**src/rtl/r4bm_pkg.sv**
```systemverilog
// ----------------------------------------------------------------------------
// r4bm_pkg: shared types and helpers for the radix-4 Booth multiplier
// Widths derived from the operand width, Booth select codes and recoding.
// ----------------------------------------------------------------------------
`default_nettype none

package r4bm_pkg;

	// Field widths of the ports
	localparam int unsigned FIELD_W   = 16;
	localparam int unsigned PRODUCT_W = 32;

	// Internal operand width (bits of a port above it are ignored)
	localparam int unsigned OPERAND_WIDTH = 16;
	localparam int unsigned ACC_W         = 2 * OPERAND_WIDTH;
	localparam int unsigned NUM_GROUPS    = OPERAND_WIDTH / 2 + 1;
	localparam int unsigned EXT_W         = 2 * NUM_GROUPS + 1;

	// Second stage adds partial products in triples
	localparam int unsigned TRIPLE    = 3;
	localparam int unsigned NUM_SUMS  = (NUM_GROUPS + TRIPLE - 1) / TRIPLE;

	typedef logic [OPERAND_WIDTH-1:0] operand_t;
	typedef logic [ACC_W-1:0]         acc_t;
	typedef logic [EXT_W-1:0]         ext_t;
	typedef logic [2:0]               group_t;

	// Partial product selected by one Booth group
	typedef enum logic [2:0] {
		BS_ZERO,
		BS_POS1,
		BS_POS2,
		BS_NEG1,
		BS_NEG2
	} booth_sel_t;

	// Booth group codes, bits b[2i+1] b[2i] b[2i-1]
	localparam group_t GC_000 = 3'b000;
	localparam group_t GC_001 = 3'b001;
	localparam group_t GC_010 = 3'b010;
	localparam group_t GC_011 = 3'b011;
	localparam group_t GC_100 = 3'b100;
	localparam group_t GC_101 = 3'b101;
	localparam group_t GC_110 = 3'b110;
	localparam group_t GC_111 = 3'b111;

	function automatic booth_sel_t booth_decode(input group_t code);
		booth_sel_t sel;
		unique case (code)
			GC_001, GC_010: sel = BS_POS1;
			GC_011:         sel = BS_POS2;
			GC_100:         sel = BS_NEG2;
			GC_101, GC_110: sel = BS_NEG1;
			GC_000, GC_111: sel = BS_ZERO;
			default:        sel = BS_ZERO;
		endcase
		return sel;
	endfunction

	// Two's-complement partial product, already weighted by 4^idx
	function automatic acc_t booth_pp(input operand_t a, input booth_sel_t sel,
			input int unsigned idx);
		acc_t base;
		acc_t pp;
		base = ACC_W'(a);
		unique case (sel)
			BS_POS1: pp = base;
			BS_POS2: pp = base << 1;
			BS_NEG1: pp = ~base + acc_t'(1);
			BS_NEG2: pp = ~(base << 1) + acc_t'(1);
			BS_ZERO: pp = '0;
			default: pp = '0;
		endcase
		return pp << (2 * idx);
	endfunction

endpackage

`default_nettype wire

```
**src/rtl/radix4_booth_multiplier_core.sv**
```systemverilog
// ----------------------------------------------------------------------------
// radix4_booth_multiplier_core: pipelined unsigned radix-4 Booth multiplier
// Booth recoding and partial products, triple adds, final add into product.
// ----------------------------------------------------------------------------
// Registers: pp_s1, sum_s2, then product_s3 driving the product output.
// Throughput: one operand pair per cycle while out_ready is high; each of the
//   three stages holds one item, moving on once the stage after it is free.
// Stall: out_ready low backs up stage by stage; in_ready drops only when all
//   three stages are full.
// Reset: arst_n clears the stage valid bits; data registers are not reset.
`default_nettype none

module radix4_booth_multiplier_core (
	input  wire logic                             clk,
	input  wire logic                             arst_n,
	input  wire logic                             in_valid,
	output logic                                  in_ready,
	input  wire logic [r4bm_pkg::FIELD_W-1:0]     multiplicand,
	input  wire logic [r4bm_pkg::FIELD_W-1:0]     multiplier,
	output logic                                  out_valid,
	input  wire logic                             out_ready,
	output logic [r4bm_pkg::PRODUCT_W-1:0]        product
);
	import r4bm_pkg::*;

	logic v_s1, v_s2, v_s3;
	logic ready_s1, ready_s2, ready_s3;

	operand_t a_in, b_in;
	ext_t     b_ext;
	acc_t     pp_d [NUM_GROUPS];
	acc_t     pp_s1 [NUM_GROUPS];
	acc_t     sum_d [NUM_SUMS];
	acc_t     sum_s2 [NUM_SUMS];
	acc_t     total_d;
	acc_t     product_s3;

	// Stage ready chain: a stage takes a new item when empty or draining
	assign ready_s3 = !v_s3 || out_ready;
	assign ready_s2 = !v_s2 || ready_s3;
	assign ready_s1 = !v_s1 || ready_s2;
	assign in_ready = ready_s1;

	// Stage 1: Booth recoding and partial product selection
	assign a_in  = operand_t'(multiplicand);
	assign b_in  = operand_t'(multiplier);
	assign b_ext = {(EXT_W-1)'(b_in), 1'b0};

	always_comb begin
		for (int unsigned i = 0; i < NUM_GROUPS; i++) begin
			pp_d[i] = booth_pp(a_in, booth_decode(b_ext[2*i +: 3]), i);
		end
	end

	// Stage 2: partial products added in triples
	always_comb begin
		for (int unsigned k = 0; k < NUM_SUMS; k++) begin
			sum_d[k] = '0;
			for (int unsigned j = 0; j < TRIPLE; j++) begin
				if (k * TRIPLE + j < NUM_GROUPS) begin
					sum_d[k] = sum_d[k] + pp_s1[k * TRIPLE + j];
				end
			end
		end
	end

	// Stage 3: final sum, wraps modulo 2^ACC_W
	always_comb begin
		total_d = '0;
		for (int unsigned k = 0; k < NUM_SUMS; k++) begin
			total_d = total_d + sum_s2[k];
		end
	end

	// Valid bits
	always_ff @(posedge clk or negedge arst_n) begin
		if (!arst_n) begin
			v_s1 <= 1'b0;
			v_s2 <= 1'b0;
			v_s3 <= 1'b0;
		end else begin
			if (ready_s1) begin
				v_s1 <= in_valid;
			end
			if (ready_s2) begin
				v_s2 <= v_s1;
			end
			if (ready_s3) begin
				v_s3 <= v_s2;
			end
		end
	end

	// Data registers, loaded only on a transfer into the stage
	always_ff @(posedge clk) begin
		if (ready_s1 && in_valid) begin
			pp_s1 <= pp_d;
		end
		if (ready_s2 && v_s1) begin
			sum_s2 <= sum_d;
		end
		if (ready_s3 && v_s2) begin
			product_s3 <= total_d;
		end
	end

	assign out_valid = v_s3;
	assign product   = PRODUCT_W'(product_s3);

`ifndef SYNTHESIS
	// Input stalls only with the whole pipeline full and the output blocked
	a_full_on_stall: assert property (@(posedge clk) disable iff (!arst_n)
		!in_ready |-> (v_s1 && v_s2 && v_s3 && !out_ready))
		else $error("in_ready low while pipeline can advance");

	// An accepted input lands in stage 1
	a_in_to_s1: assert property (@(posedge clk) disable iff (!arst_n)
		(in_valid && in_ready) |=> v_s1)
		else $error("accepted item missing from stage 1");

	// A stage-2 item moving on reaches the output
	a_s2_to_out: assert property (@(posedge clk) disable iff (!arst_n)
		(v_s2 && ready_s3) |=> out_valid)
		else $error("stage 2 item lost before output");

	// A held output stays valid with the same product
	a_out_hold: assert property (@(posedge clk) disable iff (!arst_n)
		(v_s3 && !out_ready) |=> (v_s3 && $stable(product_s3)))
		else $error("stalled product changed");
`endif

endmodule

`default_nettype wire

```
**config.mk**
```make
export PLATFORM = sky130hd
export DESIGN_NAME = radix4_booth_multiplier_core
export DESIGN_NICKNAME = d
export VERILOG_FILES = /design/src/rtl/r4bm_pkg.sv /design/src/rtl/radix4_booth_multiplier_core.sv
export SDC_FILE = /design/constraint.sdc
export NUM_CORES = 1
export LEC_CHECK = 0
export ABC_AREA = 1
export BUFFER_PORTS_ARGS = -buffer_cell sky130_fd_sc_hd__buf_2
export CAP_MARGIN = 20
export CORE_ASPECT_RATIO = 1.1
export CORE_UTILIZATION = 45
export CTS_CLUSTER_DIAMETER = 40
export DETAILED_ROUTE_END_ITERATION = 10
export MAX_ROUTING_LAYER = met4
export PLACE_DENSITY = 0.69
export SLEW_MARGIN = 40
export SYNTH_ARGS = -nofsm -noshare
export SYNTH_HDL_FRONTEND = slang
export SYNTH_SLANG_ARGS = --single-unit
```
**constraint.sdc**
```tcl
create_clock -name clk -period 12.8 [get_ports clk]
set_input_delay 0.64 -clock clk [delete_from_list [all_inputs] [get_ports clk]]
set_output_delay 0.64 -clock clk [all_outputs]
set_load 0.02 [all_outputs]
```
# Yosys cells after proc, flatten, opt, wreduce, memory -nomap -nowiden
# Memory sizes are Yosys's and may differ from the RTL's.
# Cells that the tools add are included.
[word_totals]
register_bits = 347
output_inout_bits = 34
n_memories = 9
latchBits = 0
rom_bits = 216
ram_bits = 0
[classes]
shifts = 0
div_mod_pow = 0
eq_ne = 36
n_mux = 9
n_reduce_logical = 9
add_sub_neg = 10
bitwise_logic = 2
multipliers = 0
magnitude_cmp = 0
[memory_table]
columns = ["memory", "words", "width", "rd", "rd_ports_with_merged_regs", "write_ports", "line_no", "text"]
rows = [
  ["(name not given)", 8, 3, 1, 0, 0, "r4bm_pkg.sv:49", "unique case (code)"],
  ["(name not given)", 8, 3, 1, 0, 0, "r4bm_pkg.sv:49", ""],
  ["(name not given)", 8, 3, 1, 0, 0, "r4bm_pkg.sv:49", ""],
  ["(name not given)", 8, 3, 1, 0, 0, "r4bm_pkg.sv:49", ""],
  ["(name not given)", 8, 3, 1, 0, 0, "r4bm_pkg.sv:49", ""],
  ["(name not given)", 8, 3, 1, 0, 0, "r4bm_pkg.sv:49", ""],
  ["3 more memories", "-", "-", "-", "-", "-", "-", ""],
]
[ops]
columns = ["op", "n"]
rows = [
  ["$add A32 B32 Y32", 8],
  ["$pmux W32 S4", 1],
  ["$pmux W30 S4", 1],
  ["$pmux W28 S4", 1],
  ["$pmux W26 S4", 1],
  ["$pmux W24 S4", 1],
  ["$pmux W22 S4", 1],
  ["$pmux W20 S4", 1],
  ["$pmux W18 S4", 1],
  ["$add A32 B1 Y32 const B", 2],
  ["$pmux W16 S4", 1],
  ["$eq A3 B2 Y1 const B", 18],
  ["$not A16 Y32", 1],
  ["$not A17 Y32", 1],
  ["$eq A3 B1 Y1 const B", 9],
  ["$eq A3 B3 Y1 const B", 9],
  ["$logic_and A1 B1 Y1", 3],
  ["$logic_not A1 Y1", 3],
  ["$logic_or A1 B1 Y1", 3],
]

# Logic depth before layout (Yosys ltp)
[depth]
word_depth = 5
mapped_depth = 14
ltp_nobuf = 14

# Worst setup path before layout
# Ideal clock, no wire load.
[synth_path]
path_type = "input-to-reg"
from = "input port out_ready"
to = "register pp_s1[106] (netlist bit) (enable)"
arrival_time_ps = 5258
setup_slack_ps = 6975
required_ps = 12232
stages = 6
cell_sequence = "inv_1 -> nand2_1 -> nor2_1 -> nand2_1 -> nand2_1 -> inv_1"
[synth_via]
elab_chain_cells = 4
[synth_rtl]
columns = ["item", "line_no", "text"]
rows = [
  ["start, declared", "radix4_booth_multiplier_core.sv:21", "input wire logic out_ready,"],
  ["$logic_or A1 B1 Y1", "radix4_booth_multiplier_core.sv:39", "assign ready_s3 = !v_s3 || out_ready;"],
  ["$logic_or A1 B1 Y1", "radix4_booth_multiplier_core.sv:40", "assign ready_s2 = !v_s2 || ready_s3;"],
  ["$logic_or A1 B1 Y1", "radix4_booth_multiplier_core.sv:41", "assign ready_s1 = !v_s1 || ready_s2;"],
  ["named net in_ready", "radix4_booth_multiplier_core.sv:17", "output logic in_ready,"],
  ["$logic_and A1 B1 Y1", "radix4_booth_multiplier_core.sv:96", "if (ready_s1 && in_valid) begin"],
  ["end signal, assigned", "radix4_booth_multiplier_core.sv:97", "pp_s1 <= pp_d;"],
  ["end, declared", "radix4_booth_multiplier_core.sv:32", "acc_t pp_s1 [NUM_GROUPS];"],
]
# The timed path passes the listed nets, and every way through them passes these cells.
# A chain may end at the register's enable or synchronous reset.

# Worst setup path after layout
[layout_path]
from = "input port multiplicand[0] (netlist bit)"
to = "register pp_s1[121] (netlist bit) (data pin)"
[layout_via]
elab_chain_cells = 3
elab_cells_between_ends = 5
classes_between = "2 x add/sub; 1 x mux; 2 x bitwise"
[layout_rtl]
columns = ["item", "line_no", "text"]
rows = [
  ["start, declared", "radix4_booth_multiplier_core.sv:18", "input wire logic [r4bm_pkg::FIELD_W-1:0] multiplicand,"],
  ["$not A17 Y32 or $not A16 Y32 (tied branches)", "-", ""],
  ["$add A32 B1 Y32, on equally long branches", "-", ""],
  ["$pmux W22 S4 (*)", "r4bm_pkg.sv:66", "unique case (sel)"],
]
# Mark *: on every way between the ends. The rest lies on a longest branch, timed or not.

==> flow_metrics.py <==
metrics = {
    "yosys": {
        "ys_seq_area_share_pct": 44.1,
        "yosysTopAreaCell": "edfxtp_1",
        "synth.most_common_cell": "nand2_1",
        "synthTopCellsByCount": "nand2_1 (723), inv_1 (346), edfxtp_1 (326), nand3_1 (180), nor2_1 (135)",
        "synthCells": 2531,
        "synth.area.top_cells": "edfxtp_1 (44%), nand2_1 (12%), fa_1 (7.7%)",
        "synthXorXnorAreaFrac_pct": 2.65,
        "synth_fp_nets": 2771,
        "synth_ff_type": "edfxtp_1",
        "async_flop_share_pct": 0.912,
        "synth_top_area_share_pct": 43.7,
        "synth_edf_count": 326,
        "synth_mux_area_share_pct": 0,
        "synth-compound-area-share_pct": 8.73,
        "synth_area_sq_um": 22400,
        "synth_cell_types": 46,
        "yosysWarnings": 0,
        "yosys.area_share.simple_pct": 22.4,
        "ys_ff_latch": 329,
        "synthAdderAreaFrac_pct": 14.3,
        "synth_top_family_by_area": "simple AND/OR/NAND/NOR gates",
        "synth.avg_cell_area_sq_um": 8.85,
    },
    "pwr": {
        "p_leak_nw": 11.2,
        "sw_frac_of_total_pct": 43.6,
        "total_power_w": 0.00595,
        "power_frac_seq_pct": 30.3,
        "p_int_w": 0.00336,
        "switching_power_w": 0.00259,
        "power_density_nw_per_um2": 239,
        "combPwrFrac_pct": 48.0,
        "clkPwrFrac_pct": 21.7,
        "ir_worst_vdd_v": 0.000223,
    },
    "setup_path": {
        "critPathMaxFanout": 20,
        "crit_type": "in -> reg",
        "critPathArrivalTime_ns": 3.20,
        "rr_worst_depth": 9,
        "startpoint": "multiplicand[0]",
        "slowest_delay_ns": 0.41,
        "crit_chain": "buf_2 -> inv_2 -> nand4_2 -> nor2_4 -> nand3_2 -> nor2_1 -> ha_1 -> inv_1 -> o22ai_1 -> a21oi_1 -> o21ai_0",
        "worst_path_max_delay_cell": "nand3_2",
        "cp_data_required_time_ns": 13.14,
        "worst_setup_path_end_kind": "register",
        "crit_buf_inv": 3,
        "r2r-end": "sum_s2[93]",
        "cp-start-kind": "primary input",
        "crit_family": "simple AND/OR/NAND/NOR gates",
        "regToRegSetupSlack_ns": 10.05,
        "reg2reg_from": "pp_s1[204]",
    },
    "hold_path": {
        "holdPathEnd": "out_valid",
        "hold_class": "in -> reg",
        "whs_path_depth": 4,
        "min_from": "out_ready",
    },
    "timing": {
        "clock.fmax_mhz": 349,
        "skew_ns": 0.0383,
        "rsz0062_at_grt": "no",
        "timing_max_transition_violations_final": 0,
        "period_minus_slack_ns": 2.87,
        "fin_setup_tns_ns": 0,
        "hold_viol": 0,
        "fin_crit_sh_pct": 22.4,
        "tightest_slew_ns": 0.882,
        "maxSlewHeadroom_pct": 41.1,
        "setup_violations": 0,
    },
    "detailed_routing": {
        "drt_iter0_drc": 2213,
        "dr.pass1.iters": 6,
        "vias": 18562,
        "wl_per_cell_um": 21.7,
        "via_per_inst": 5.66,
        "routed_wl_mm": 71.1,
        "drc": 0,
        "antenna_left": 0,
    },
    "grt": {
        "grt_overflow_total": 0,
        "first_global_vias": 17661,
        "grt_max_degree": 122,
        "antenna_found_initial": 1,
        "grt_pass1_wl_mm": 106,
        "grt_util_met1_pct": 35.7,
        "busiest_layer": "met2",
        "gr-usage-met2_pct": 44.9,
        "grt.total_usage_pct": 28.9,
        "met3_usage_pct": 5.25,
    },
    "clock_network": {
        "ctsRootBufferMaster": "clkbuf_16",
        "numCtsBuffers": 47,
        "clock_latency_ns": 0.61,
        "h-tree-depth": 2,
        "clkTransAtPathRegs_ns": 0.06,
        "cts_tree": "done",
        "cts_resized": 0,
        "clock-sinks": 329,
        "cts_buffer_depth": 3,
    },
    "placed_design": {
        "placed_area_sq_um": 23300,
        "portBuffers": 69,
        "detailed_place_hpwl_mm": 54.2,
        "gp_congestion": 1.01,
        "dp_cells": 3189,
    },
    "flow_run": {
        "cap_violations": 0,
    },
    "die": {
        "start_util_pct": 45.7,
        "io_pins": 70,
        "dieHeight_um": 236,
        "die_w_um": 215,
        "dieArea_sq_um": 50700,
        "core_sq_um": 49000,
        "rows": 85,
    },
    "finish": {
        "post-route-cell-area_sq_um": 24900,
        "final_cells": 3278,
        "nNetsFinal": 2828,
        "drive_above_1_share_pct": 8.12,
        "area_delta_synth_final_pct": 11.4,
        "fin_util_pct": 50.9,
    },
    "outcome": {
        "status": "finished clean",
    },
}
## sequential cells by signal (all words and copies together), names as in the netlist
name,flops
v_s2,1
product,32
v_s1,1
pp_s1,216
out_valid,1
sum_s2,78
## cell families (layout without fill, tap and decap cells)
group	count (synthesis)	in the layout
DFF	329	329
AOI/OAI and AO/OA	325	325
xor gates and xnor gates	67	67
and+or+nand+nor	1168	1168
other	0	2
buffers and inverters	438	531
adders and majority gates	204	204
## worst register-to-register path, delay by kind of cell (launching register included)
family | cells | cell delay [ns]
and+or+nand+nor | 7 | 0.95
adders and majority gates | 2 | 1.03
DFF | 1 | 0.48
## layout make-up
| class | instances | area (sq um) |
|---|---|---|
| repair buffers | 87 | 504 |
| clock buffers | 49 | 1180 |
| flip-flops and latches | 329 | 9860 |
| inverters | 359 | 1360 |
| well taps | 652 | 816 |
| multi-input cells | 1764 | 10800 |
| clock inverters | 36 | 395 |
| fillers | 4473 | 24100 |
| diodes | 2 | 5.00 |
## per-stage QoR
step | hold slack (ns) | setup WS [ns]
after floorplan | 0.344 | 6.97
after global placement | 0.400 | 9.49
after detailed placement | 0.405 | 9.42
after CTS | 0.335 | 10.05
after global routing | 0.368 | 9.79
final | 0.357 | 9.93
## cells in the final DEF (no fill, tap or decap), types with 12 or more instances in the layout
cell type	netlist	routed
o22ai_1	82	82
ha_1	118	118
o211ai_1	13	13
xnor2_1	24	23
nor2_1	135	134
buf_2	27	69
nand2_1	723	723
nand3_1	180	180
edfxtp_1	326	326
a21oi_1	97	96
buf_4	4	13
o21ai_0	79	79
xor2_1	42	42
inv_1	346	343
fa_1	86	86
nor3_1	12	12
nand4_1	56	56
nand3b_1	31	31
clkbuf_16	0	47
o221ai_1	19	19
## per-layer routing
layer  vias up  wire length (um)
li1       8634                 -
met1      8680             28100
met2      1023             32300
met3       225              6310
met4         0              4350
met5         -                 0
## timing repair
| action | CTS | global route |
|---|---|---|
| hold buffers | 1 | 0 |
| buffers inserted | 0 | 0 |
| hold endpoints to repair | 3 | 0 |
## power by group through the flow
stage / Combinational [W] / Clock [W] / Sequential (W)
finish: 0.00286 / 0.00129 / 0.00181
global route: 0.00323 / 0.00135 / 0.00182
CTS: 0.00283 / 0.00131 / 0.00181
floorplan: 0.00199 / 0 / 0.00182
global placement: 0.00277 / 0 / 0.00183
detailed placement: 0.00281 / 0 / 0.00184
## worst max-delay path by stage
| stage | cells past startpoint | end | slack [ns] |
|---|---|---|---|
| finish | 11 | pp_s1[121] | 9.93 |
| CTS | 11 | pp_s1[121] | 10.05 |
| floorplan | 6 | pp_s1[106] | 6.97 |
| detailed placement | 11 | pp_s1[121] | 9.42 |
| global route | 11 | pp_s1[121] | 9.79 |
| global placement | 8 | pp_s1[203] | 9.49 |
Power figures use the tool's default switching activity.
